$ cat src/hdl/assert_macros.svh
// Assertion helpers, compiled out when NO_ASSERTIONS is set.
`ifndef ASSERT_MACROS_SVH
`define ASSERT_MACROS_SVH

`ifndef NO_ASSERTIONS

// Property holds at every clock edge outside reset.
`define QOA_ASSERT(lbl, ck, rn, prop) \
  lbl: assert property (@(posedge ck) disable iff (!(rn)) (prop)) \
    else $error("assertion failed");

// Trigger implies consequence in the following cycle.
`define QOA_ASSERT_NEXT(lbl, ck, rn, trig, cons) \
  lbl: assert property (@(posedge ck) disable iff (!(rn)) (trig) |=> (cons)) \
    else $error("assertion failed");

`else

`define QOA_ASSERT(lbl, ck, rn, prop)
`define QOA_ASSERT_NEXT(lbl, ck, rn, trig, cons)

`endif

`endif

$ cat src/hdl/qoa_pkg.sv
package qoa_pkg;

  localparam int FRAC_BITS    = 30;
  localparam int CORDIC_STEPS = 32;
  localparam int TABLE_LEN    = 40;
  localparam int IT_W         = $clog2(CORDIC_STEPS);
  localparam int TOL_W        = 31;
  localparam logic [TOL_W-1:0] TOL_RESET = 31'd107374;
  // |c| << (FRAC_BITS-1) plus half the magnitude
  localparam int DIV_NW       = 32 + FRAC_BITS - 1;
  localparam int DIV_CW       = $clog2(DIV_NW);

  typedef enum logic [1:0] {
    KIND_SET = 2'd0,
    KIND_ROT = 2'd1,
    KIND_MUL = 2'd2
  } kind_t;

  typedef struct packed {
    logic busy;
    logic done;
  } div_stat_t;

  typedef logic [63:0] atan_tab_t [CORDIC_STEPS];

  // long division, elaboration-time constants only
  function automatic logic [63:0] const_div(logic [63:0] n, logic [63:0] d);
    logic [63:0] q;
    logic [64:0] r;
    q = 64'd0;
    r = 65'd0;
    for (int i = 63; i >= 0; i--) begin
      r = {r[63:0], n[i]};
      if (r >= {1'b0, d}) begin
        r = r - {1'b0, d};
        q[i] = 1'b1;
      end
    end
    return q;
  endfunction

  // atan(2^-i) in Q62, alternating series, truncated terms
  function automatic logic [63:0] atan_pow2(int i);
    logic [63:0] p;
    logic [63:0] acc;
    p = (64'd1 << 62) >> i;
    acc = 64'd0;
    for (int k = 0; k < 64; k++) begin
      if (p != 64'd0) begin
        if (k[0] == 1'b0) acc = acc + const_div(p, 64'(2 * k + 1));
        else acc = acc - const_div(p, 64'(2 * k + 1));
        p = p >> (2 * i);
      end
    end
    return acc;
  endfunction

  // atan(1/3) in Q62
  function automatic logic [63:0] atan_third();
    logic [63:0] p;
    logic [63:0] acc;
    p = const_div(64'd1 << 62, 64'd3);
    acc = 64'd0;
    for (int k = 0; k < 64; k++) begin
      if (p != 64'd0) begin
        if (k[0] == 1'b0) acc = acc + const_div(p, 64'(2 * k + 1));
        else acc = acc - const_div(p, 64'(2 * k + 1));
        p = const_div(p, 64'd3);
        p = const_div(p, 64'd3);
      end
    end
    return acc;
  endfunction

  function automatic logic [63:0] isqrt_const(logic [63:0] v_in);
    logic [63:0] v;
    logic [63:0] r;
    logic [63:0] b;
    v = v_in;
    r = 64'd0;
    b = 64'd1 << 62;
    for (int k = 0; k < 32; k++) begin
      if (v >= r + b) begin
        v = v - (r + b);
        r = (r >> 1) + b;
      end else begin
        r = r >> 1;
      end
      b = b >> 2;
    end
    return r;
  endfunction

  // table holds atan in Q60
  function automatic atan_tab_t build_atan();
    atan_tab_t t;
    for (int i = 0; i < CORDIC_STEPS; i++) begin
      if (i == 0) t[i] = (atan_pow2(1) + atan_third()) >> 2;
      else t[i] = atan_pow2(i) >> 2;
    end
    return t;
  endfunction

  function automatic logic [63:0] build_gain();
    logic [63:0] k2;
    k2 = 64'd1 << 62;
    for (int i = 0; i < CORDIC_STEPS; i++) begin
      if (i < TABLE_LEN && 2 * i <= 62)
        k2 = k2 - const_div(k2, (64'd1 << (2 * i)) + 64'd1);
    end
    return isqrt_const(k2) << 29;
  endfunction

  localparam atan_tab_t ATAN_TAB = build_atan();
  localparam logic signed [63:0] PI_Q60   = atan_pow2(1) + atan_third();
  localparam logic signed [63:0] GAIN_Q60 = build_gain();

  function automatic logic signed [31:0] sat32(logic signed [63:0] v);
    if (v > 64'sd2147483647) return 32'sh7FFF_FFFF;
    if (v < -64'sd2147483648) return 32'sh8000_0000;
    return v[31:0];
  endfunction

endpackage

$ cat src/hdl/qoa_div.sv
// Restoring divider, one quotient bit per cycle.
module qoa_div (
  input  logic                       clk,
  input  logic                       rst_n,
  input  logic                       start,
  input  logic [qoa_pkg::DIV_NW-1:0] num,
  input  logic [31:0]                den,
  output qoa_pkg::div_stat_t         stat,
  output logic [qoa_pkg::DIV_NW-1:0] quo
);
  import qoa_pkg::*;

  logic [DIV_NW-1:0] n_r;
  logic [31:0]       rem_r;
  logic [31:0]       den_r;
  logic [DIV_CW-1:0] cnt_r;
  logic              busy_r;
  logic              done_r;
  logic [32:0]       rem_sh;
  logic              qbit;
  logic [31:0]       rem_nxt;

  always_comb begin
    rem_sh  = {rem_r, n_r[DIV_NW-1]};
    qbit    = (rem_sh >= {1'b0, den_r});
    rem_nxt = qbit ? 32'(rem_sh - {1'b0, den_r}) : rem_sh[31:0];
  end

  always_ff @(posedge clk) begin
    if (!rst_n) begin
      busy_r <= 1'b0;
      done_r <= 1'b0;
    end else begin
      done_r <= 1'b0;
      if (start) begin
        n_r    <= num;
        den_r  <= den;
        rem_r  <= 32'd0;
        cnt_r  <= DIV_CW'(DIV_NW - 1);
        busy_r <= 1'b1;
      end else if (busy_r) begin
        rem_r <= rem_nxt;
        n_r   <= {n_r[DIV_NW-2:0], qbit};
        cnt_r <= cnt_r - 1'b1;
        if (cnt_r == '0) begin
          busy_r <= 1'b0;
          done_r <= 1'b1;
        end
      end
    end
  end

  assign stat.busy = busy_r;
  assign stat.done = done_r;
  assign quo       = n_r;

endmodule

$ cat config.mk
export PLATFORM = sky130hd
export DESIGN_NAME = qoa_div
export DESIGN_NICKNAME = d
export VERILOG_FILES = /design/src/hdl/assert_macros.svh /design/src/hdl/qoa_pkg.sv /design/src/hdl/qoa_div.sv
export SDC_FILE = /design/constraint.sdc
export NUM_CORES = 1
export LEC_CHECK = 0
export BUFFER_PORTS_ARGS = -buffer_cell sky130_fd_sc_hd__buf_2
export CELL_PAD_IN_SITES_DETAIL_PLACEMENT = 0
export CELL_PAD_IN_SITES_GLOBAL_PLACEMENT = 2
export CORE_MARGIN = 2
export CORE_UTILIZATION = 28
export DETAILED_ROUTE_END_ITERATION = 10
export GPL_ROUTABILITY_DRIVEN = 0
export HOLD_SLACK_MARGIN = 0.05
export PLACE_DENSITY = 0.73
export RECOVER_POWER = 25
export SLEW_MARGIN = 20
export SYNTH_ARGS = -nofsm -noshare
export SYNTH_HDL_FRONTEND = slang
export SYNTH_SLANG_ARGS = --single-unit
$ cat constraint.sdc
create_clock -name clk -period 3.62 [get_ports clk]
set_input_delay 0.362 -clock clk [delete_from_list [all_inputs] [get_ports clk]]
set_output_delay 0.362 -clock clk [all_outputs]
set_load 0.005 [all_outputs]
==> results of run 1 <==
state kept, by name (all words and copies together) (netlist names):
register  count
quo          61
cnt_r         6
busy_r        1
den_r        32
done_r        1
rem_r        32
timing repair:
item                       in CTS  in global routing
setup buffers                   0                  0
setup endpoints to repair       0                 14
resized for setup               0                  2
final timing paths:
| check | from | end | slack (ns) | cells past startpoint |
|---|---|---|---|---|
| worst max-delay path | rem_r[15] | rem_r[11] | 0.30 | 11 |
| worst min-delay path | den[29] | den_r[29] | 0.11 | 1 |
| worst max register to register | rem_r[15] | rem_r[11] | 0.30 | 11 |
| worst min register to register | busy_r | done_r | 0.46 | 2 |
worst reg2reg max path, delay by kind of cell (launching register included):
family          cells  cell delay (ns)
simple gates        5             1.25
compound gates      3             0.46
flops               1             0.41
fa+ha+maj           1             0.40
buf+inv             1             0.31
mux                 1             0.24
area by class of cell:
cell class | instances | area, sq um | area share (%)
Multi-Input combinational cell | 389 | 2983 | 33.12
Inverter | 48 | 180.2 | 2.001
Timing Repair Buffer | 171 | 887.1 | 9.850
Sequential cell | 133 | 3974 | 44.12
Tap cell | 330 | 412.9 | 4.585
Clock inverter | 14 | 140.1 | 1.556
Clock buffer | 18 | 429.2 | 4.765
cell usage after synthesis (2+ instances only):
master,count,area (sq um)
edfxtp_1,131,3934
mux2_2,62,698.2
nor2_1,50,187.7
inv_1,47,176.4
a21oi_1,39,195.2
ha_1,34,425.4
nand2_1,23,86.33
o21ai_0,22,110.1
xnor2_1,22,192.7
mux2i_1,21,210.2
nand3_1,15,75.07
clkbuf_1,12,45.04
a21o_1,11,82.58
a211oi_2,8,100.1
xor2_1,6,52.55
and2_1,5,31.28
and3_1,5,31.28
o211ai_1,5,37.54
o21a_1,5,37.54
o21bai_1,5,37.54
or3_1,5,31.28
buf_1,4,15.01
nand2b_1,4,25.02
nand4_1,4,25.02
nor3_1,4,20.02
or2_2,4,25.02
a31oi_1,3,18.77
nor4_1,3,18.77
o21ai_1,3,15.01
a2111oi_0,2,17.52
a221oi_1,2,17.52
buf_2,2,10.01
buf_4,2,15.01
buf_6,2,22.52
buf_8,2,30.03
dfxtp_1,2,40.04
nor2b_1,2,12.51
metrics by stage:
stage	setup slack, ns	util (%)	instance area, sq um	power, mW
6_report	0.3014	35.56	9006	4.635
5_1_grt	0.007844	35.56	9006	4.896
4_1_cts	0.1847	35.65	9030	4.705
3_5_place_dp	0.2244	33.41	8461	2.948
3_3_place_gp	0.3265	33.41	8461	2.956
2_1_floorplan	0.6576	-	7274	2.656
kinds of logic (layout without fill, tap and decap cells):
family | Yosys count | count (layout) | synth area share [%]
flops | 133 | 133 | 54.64
simple gates | 125 | 125 | 7.930
compound gates | 118 | 118 | 11.08
mux | 83 | 83 | 12.49
buf+inv | 72 | 251 | 4.369
fa+ha+maj | 35 | 35 | 6.124
xor+xnor | 28 | 28 | 3.372
layer usage:
| metal | part of all wire, % | vias up | wire [um] |
|---|---|---|---|
| met5 | 0.086 | - | 16 |
| met4 | 1.1 | 2 | 213 |
| met3 | 8.7 | 19 | 1618 |
| met2 | 43 | 178 | 8048 |
| met1 | 47 | 2429 | 8718 |
| li1 | - | 2520 | - |
power breakdown:
group	internal (mW)	switching, mW
Clock	0.965	0.758
Sequential	1.85	0.0601
Combinational	0.453	0.545
Total	3.27	1.36
==> out/metrics.cfg, run 1 <==
[outcome]
status = complete, but fails checks
violations = max-capacitance violations, max-slew violations

[cts]
cts.path.max_buffers = 2
clock_sinks = 133
ctsHtreeMaxLevel = 4
clockRootBuffer = clkbuf_16
cts_tree = done
holdBufCountCts = 0
numCtsBuffers = 17
clkTransAtPathRegs_ns = 0.06
clk_latency_ns = 0.43

[cells_and_area]
final_common_cell = buf_2
final_cell_mix = 138 x buf_2, 131 x edfxtp_1, 62 x mux2_2, 50 x nor2_1, 47 x inv_1
drive_above_1_share_pct = 34.02
layout.nets = 891
final_cells = 1103
fill_cells = 2543
num_antenna_cells = 0
area_delta_synth_final_pct = 23.83

[sta]
finalSetupViolCount = 0
rsz0062_at_grt = false
maxSlewHeadroom_pct = -17.28
skew_ns = 0.01540
worst_pin_slew_ns = 1.759
min_period_over_period_pct = 91.67
hold_slack_ns = 0.1069
final_hold_viol_count = 0
finalMaxSlewViolations = 34
min_period_ns = 3.319
tns_ns = 0
fmax_mhz = 301.3

[worst_hold_path]
hold_class = primary input to flop

[setup_path]
path_delay_family = simple AND/OR/NAND/NOR gates
start_kind = flop
cpMaxStageDelayCell = or4_1
path_cells = ha_1 -> and3_1 -> nand3_1 -> or4_1 -> nor4_1 -> a221oi_1 -> o22a_1 -> o311ai_4 -> buf_6 -> mux2i_1 -> nor2_1
cp_max_fo = 26
cp-end-kind = flop
criticalPathCategory = flop to flop
slowest_delay_ns = 0.53
required_ns = 3.77
cp_num_buf_inv = 1
crit_arrival_ns = 3.47

[route]
drt_iter0_drc = 250
drc = 0
dr.pass1.iters = 4
via_per_inst = 4.667
wl_um = 18620
final_antenna_net_count = 0
routedWlPerCell_um = 16.88
routed-via-count = 5148

[job]
cap_violations = 1

[power]
ir_worst_vdd_v = 0.0002777
p_leak_nw = 3.687
power_density_nw_per_um2 = 514.7

[global_routing]
grt_max_degree = 62
grtUsageMet1_pct = 18.37
grt-ovfl-total = 0
grt_pass1_vias = 5518
use_met3_pct = 6.219
grtUsageMet2_pct = 21.95
antenna_found_initial = 1
grt-busiest-layer = met2
grt_first_pass_wirelength_um = 29660
grt_usage_pct = 14.30

[floorplan]
coreArea_sq_um = 25330
start_util_pct = 28.72
fp-row-count = 58
die_w_um = 165.2
fp.dieH_um = 165.2
num_io_pins = 159
design.die.area_sq_um = 27280

[placed_design]
port_buffers = 158
dpl.cell_count = 1071
dpl.hpwl_um = 13240

[yosys]
syn_area_per_cell_sq_um = 12.24
ys_seq_area_share_pct = 54.64
async_flop_share_pct = 0
synth_cell_type_count = 53
synth_edf_count = 131
syn-num-nets = 725
ys_seq_elements = 133
synthCells = 594
synth_area_sq_um = 7273
ys_warn_count = 0
synth_ff_type = edfxtp_1

No activity file was read; power rests on OpenSTA's default activity.
==> run 2, diff against run 1 <==
Settings changed: PLACE_DENSITY 0.73 to 0.71.
Clock period 3.62 ns to 3.7 ns, I/O delays scaled along.
==> run 2 against run 1 <==
The flow now finishes without violations. Clock power fell by 3%. Non-clock buffer count decreased by 4. Final area decreased by 0.19%. Worst setup slack improved by 0.025 ns. Critical endpoint is now rem_r[14].
==> out/metrics.cfg, run 2 (synthesis gave the netlist of run 1 again) <==
[outcome]
status = complete, no violations

[setup_path]
crit_arrival_ns = 3.52
r2r_end = rem_r[14]
reg2regPathDepth = 11
required_ns = 3.85
cp-end-kind = flop
path_cells = ha_1 -> and3_1 -> nand3_1 -> or4_1 -> nor4_2 -> a221oi_1 -> o22a_1 -> o311ai_4 -> buf_12 -> mux2i_1 -> nor2_1
r2r_start = rem_r[15]
r2r_slack_ns = 0.33
start_kind = flop
criticalPathCategory = flop to flop
slowest_delay_ns = 0.57
cp_max_fo = 19
cpMaxStageDelayCell = or4_1

[placed_design]
place_area_sq_um = 8456
pre_cts_ws_ns = 0.2019
dpl.hpwl_um = 13040
port_buffers = 158

[cells_and_area]
layout.nets = 887
drive_above_1_share_pct = 31.90
largest_reg_flops = 61
final_common_cell = edfxtp_1
stdcell_area_sq_um = 8989
final_cell_mix = 131 x edfxtp_1, 123 x buf_2, 61 x mux2_2, 50 x nor2_1, 47 x inv_1
fill_cells = 2586
area_delta_synth_final_pct = 23.59

[cts]
clock_sinks = 133
ctsHtreeMaxLevel = 4
holdBufCountCts = 0
cts.path.max_buffers = 2
numCtsBuffers = 17
clk_latency_ns = 0.42
cts-resized-gates = 0
clockRootBuffer = clkbuf_16
cts_setup_buffers = 0
clkTransAtPathRegs_ns = 0.06
cts_tree = done

[power]
power_frac_seq_pct = 41.4
power_frac_comb_pct = 21.6
ir_worst_vdd_v = 0.0002845
clkPwrFrac_pct = 37.0
swShare_pct = 29.16
power_density_nw_per_um2 = 502.2
p_leak_nw = 3.629
p_int_mw = 3.198
switching_power_mw = 1.316

[sta]
finalMaxSlewViolations = 0
fmax_mhz = 296.4
maxSlewHeadroom_pct = 39.56
skew_ns = 0.007542
fin_ws_ns = 0.3262
min_period_ns = 3.374
rsz0062_at_grt = false
final_hold_viol_count = 0
finalSetupViolCount = 0
tns_ns = 0
min_period_over_period_pct = 91.18
worst_pin_slew_ns = 0.9065

[route]
final_antenna_net_count = 0
dr.pass1.iters = 4
routed-via-count = 5116
routedWlPerCell_um = 16.53
via_per_inst = 4.651
drc = 0
drt_iter0_drc = 183
wl_um = 18180

[worst_hold_path]
holdPathStages = 1
hold_end = den_r[29]
hold_start = den[29]
hold_class = primary input to flop

[floorplan]
num_io_pins = 159
design.die.area_sq_um = 27280
fp-row-count = 58
coreArea_sq_um = 25330
start_util_pct = 28.72
fp.dieH_um = 165.2
die_w_um = 165.2

[global_routing]
grt-ovfl-total = 0
grt_pass1_vias = 5425
grt_usage_pct = 13.86
antenna_found_initial = 2
grt_first_pass_wirelength_um = 28830
grt_max_degree = 59

[job]
cap_violations = 0

## run 2: power by group through the flow
| stage | logic, mW | clock network, mW | registers, mW |
|---|---|---|---|
| 2_1_floorplan | 0.707 | 0 | 1.90 |
| 3_3_place_gp | 0.996 | 0 | 1.90 |
| 3_5_place_dp | 0.985 | 0 | 1.90 |
| 4_1_cts | 0.992 | 1.72 | 1.87 |
| 5_1_grt | 1.09 | 1.78 | 1.89 |
| 6_report | 0.974 | 1.67 | 1.87 |
## run 2: worst max-delay path: cells and delay by family (launching register included)
family                   cells  cell delay [ns]
AO/OA/AOI/OAI                3             0.57
adder cells (fa/ha/maj)      1             0.39
buffers and inverters        1             0.25
flip-flops                   1             0.41
multiplexers                 1             0.21
AND/OR/NAND/NOR              5             1.28
## run 2: worst max-delay path by stage
| stage | slack (ns) | from | endpoint | depth (start not counted) |
|---|---|---|---|---|
| global route | 0.03 | rem_r[17] | rem_r[9] | 11 |
| detailed placement | 0.20 | rem_r[17] | rem_r[5] | 11 |
| CTS | 0.20 | rem_r[15] | rem_r[14] | 11 |
| finish | 0.33 | rem_r[15] | rem_r[14] | 11 |
| global placement | 0.39 | rem_r[17] | rem_r[29] | 11 |
| floorplan | 0.06 | start | cnt_r[0] | 3 |
## run 2: layout make-up
| type | count | area, sq um | share of cell area [%] |
|---|---|---|---|
| Timing Repair Buffer | 167 | 855.8 | 9.521 |
| Clock inverter | 14 | 138.9 | 1.545 |
| Multi-Input combinational cell | 389 | 2997 | 33.34 |
| Clock buffer | 17 | 425.4 | 4.733 |
| Antenna cell | 2 | 5.005 | 0.05568 |
| Tap cell | 330 | 412.9 | 4.594 |
| Inverter | 48 | 180.2 | 2.004 |
| Sequential cell | 133 | 3974 | 44.21 |
## run 2: metal layers
metal	GRT usage, %	vias to the layer above	part of all wire [%]
li1	-	2519	-
met1	17.08	2417	44
met2	21.61	174	45
met3	7.318	6	10
met4	2.846	0	0.58
met5	0	-	0
## run 2: per-stage QoR
stage          hold slack, ns  utilization (%)  total power, mW  std cells
2_1_floorplan          0.4348                -            2.602        594
5_1_grt               0.09241            35.47            4.758       1098
6_report               0.1241            35.49            4.514       1100
3_3_place_gp           0.4567            33.39            2.899       1067
3_5_place_dp           0.4578            33.39            2.886       1067
4_1_cts               0.09975            35.61            4.586       1098
==> run 3, diff against run 2 <==
Settings changed: CORE_MARGIN 2 to default.
==> run 3 against run 2 <==
Clock skew grew 0.0049 ns. Core utilization is essentially flat. Worst setup slack lost 0.036 ns. Largest power group unchanged. Combinational power is essentially flat. Clock power is essentially flat. Global-route usage grew 0.33 points. Final cell count is essentially flat. Maximum frequency shrank 1.1%. Sequential cell count is the same. Critical path depth is the same. Worst hold slack lost 0.0070 ns. Non-clock buffer count shrank 1.
==> out/metrics.cfg, run 3 (synthesis gave the netlist of run 1 again) <==
[sta]
min_period_over_period_pct = 92.17
rsz0062_at_grt = false
worst_pin_slew_ns = 0.8745
finalSetupViolCount = 0
tns_ns = 0
min_period_ns = 3.410
finalMaxSlewViolations = 0
fmax_mhz = 293.2
maxSlewHeadroom_pct = 41.70
skew_ns = 0.01244
hold_slack_ns = 0.1171
final_hold_viol_count = 0

[floorplan]
coreArea_sq_um = 25330
fp-row-count = 58
start_util_pct = 28.72
num_io_pins = 159
die_w_um = 163.2
design.die.area_sq_um = 26620
fp.dieH_um = 163.2

[cells_and_area]
final_cell_mix = 131 x edfxtp_1, 130 x buf_2, 61 x mux2_2, 50 x nor2_1, 47 x inv_1
layout.nets = 886
multi_input_area_sq_um = 2990
largest_reg_flops = 61
drive_above_1_share_pct = 32.55
area_delta_synth_final_pct = 23.69
final_common_cell = edfxtp_1
fill_cells = 2513
post-route-util_pct = 35.52
final_cells = 1099
seq_area_sq_um = 3974

[cts]
cts_tree = done
ctsHtreeMaxLevel = 4
clockRootBuffer = clkbuf_16
clk_latency_ns = 0.43
cts.path.max_buffers = 2
cts_setup_buffers = 0
numCtsBuffers = 17
clkTransAtPathRegs_ns = 0.07
holdBufCountCts = 0
cts-resized-gates = 0
clock_sinks = 133

[setup_path]
cpMaxStageDelayCell = or4_1
path_depth = 11
cp-end-kind = flop
crit_path_start = rem_r[16]
path_delay_family = simple AND/OR/NAND/NOR gates
r2r_start = rem_r[16]
path_cells = ha_1 -> and3_1 -> nand3_1 -> or4_1 -> nor4_1 -> a221oi_1 -> o22a_1 -> o311ai_4 -> buf_12 -> mux2i_1 -> nor2_1
criticalPathCategory = flop to flop
required_ns = 3.85
crit_arrival_ns = 3.56
cp_max_fo = 26
cp_num_buf_inv = 1
start_kind = flop
reg2regPathDepth = 11
slowest_delay_ns = 0.54

[placed_design]
dpl.cell_count = 1066
port_buffers = 158
dpl.hpwl_um = 12810

[route]
drt_iter0_drc = 211
final_antenna_net_count = 0
routed-via-count = 5119
wl_um = 17980
via_per_inst = 4.658
routedWlPerCell_um = 16.36
dr.pass1.iters = 4
drc = 0

[worst_hold_path]
hold_start = den[10]
holdPathStages = 1
hold_class = primary input to flop

[outcome]
status = complete, no violations

[power]
power_density_nw_per_um2 = 503.6
ir_worst_vdd_v = 0.0002609
p_leak_nw = 3.662

[job]
cap_violations = 0

[global_routing]
grt-ovfl-total = 0
grt_pass1_vias = 5386
antenna_found_initial = 1
grt_usage_pct = 14.19
grt_max_degree = 61
grt_first_pass_wirelength_um = 28900

[run 3: cell types whose count changed in the layout (fill, tap and decap cells not counted), sizes merged]
| cell | delta |
|---|---|
| clkinv | +2 |
| bufinv | -1 |
| diode | -1 |
| clkinvlp | -3 |
| buf | +6 |
| clkbuf | -7 |
| inv | +3 |
[run 3: path summary, 6_finish.rpt]
| path | endpoint | slack [ns] |
|---|---|---|
| max | rem_r[20] | 0.29 |
| min | den_r[10] | 0.12 |
| max reg2reg | rem_r[20] | 0.29 |
| min reg2reg | done_r | 0.47 |
[run 3: metrics by stage]
step	power, mW	setup WS [ns]	cell area [sq um]
after floorplan	2.602	0.05632	7273
after global placement	2.899	0.5155	8448
after detailed placement	2.889	0.3424	8448
after CTS	4.608	0.3178	9027
after global routing	4.774	0.09707	8994
final	4.531	0.2899	8996
[run 3: final cells by class]
cell class,count,area share (%)
Clock buffer,17,4.729
Tap cell,330,4.590
Clock inverter,15,1.711
Multi-Input combinational cell,389,33.24
Inverter,48,2.003
Timing Repair Buffer,166,9.527
Sequential cell,133,44.17
Antenna cell,1,0.02782
[run 3: layer usage]
metal | vias to the layer above | track usage (%) | part of all wire [%]
li1 | 2516 | - | -
met3 | 14 | 6.399 | 8.9
met2 | 168 | 22.15 | 46
met4 | 0 | 3.696 | 1.1
met1 | 2421 | 17.65 | 45
met5 | - | 0 | 0
[run 3: report_power, final]
part / switching, mW / total [mW] / internal [mW]
clock: 0.783 / 1.69 / 0.903
sequential: 0.0565 / 1.87 / 1.81
combinational: 0.532 / 0.976 / 0.444
[run 3: worst reg2reg max path, cell delays in order (launching register included)]
cell      delay, ns
edfxtp_1       0.40
ha_1           0.42
and3_1         0.22
nand3_1        0.12
or4_1          0.54
nor4_1         0.40
a221oi_1       0.16
o22a_1         0.22
o311ai_4       0.13
buf_12         0.25
mux2i_1        0.21
nor2_1         0.06
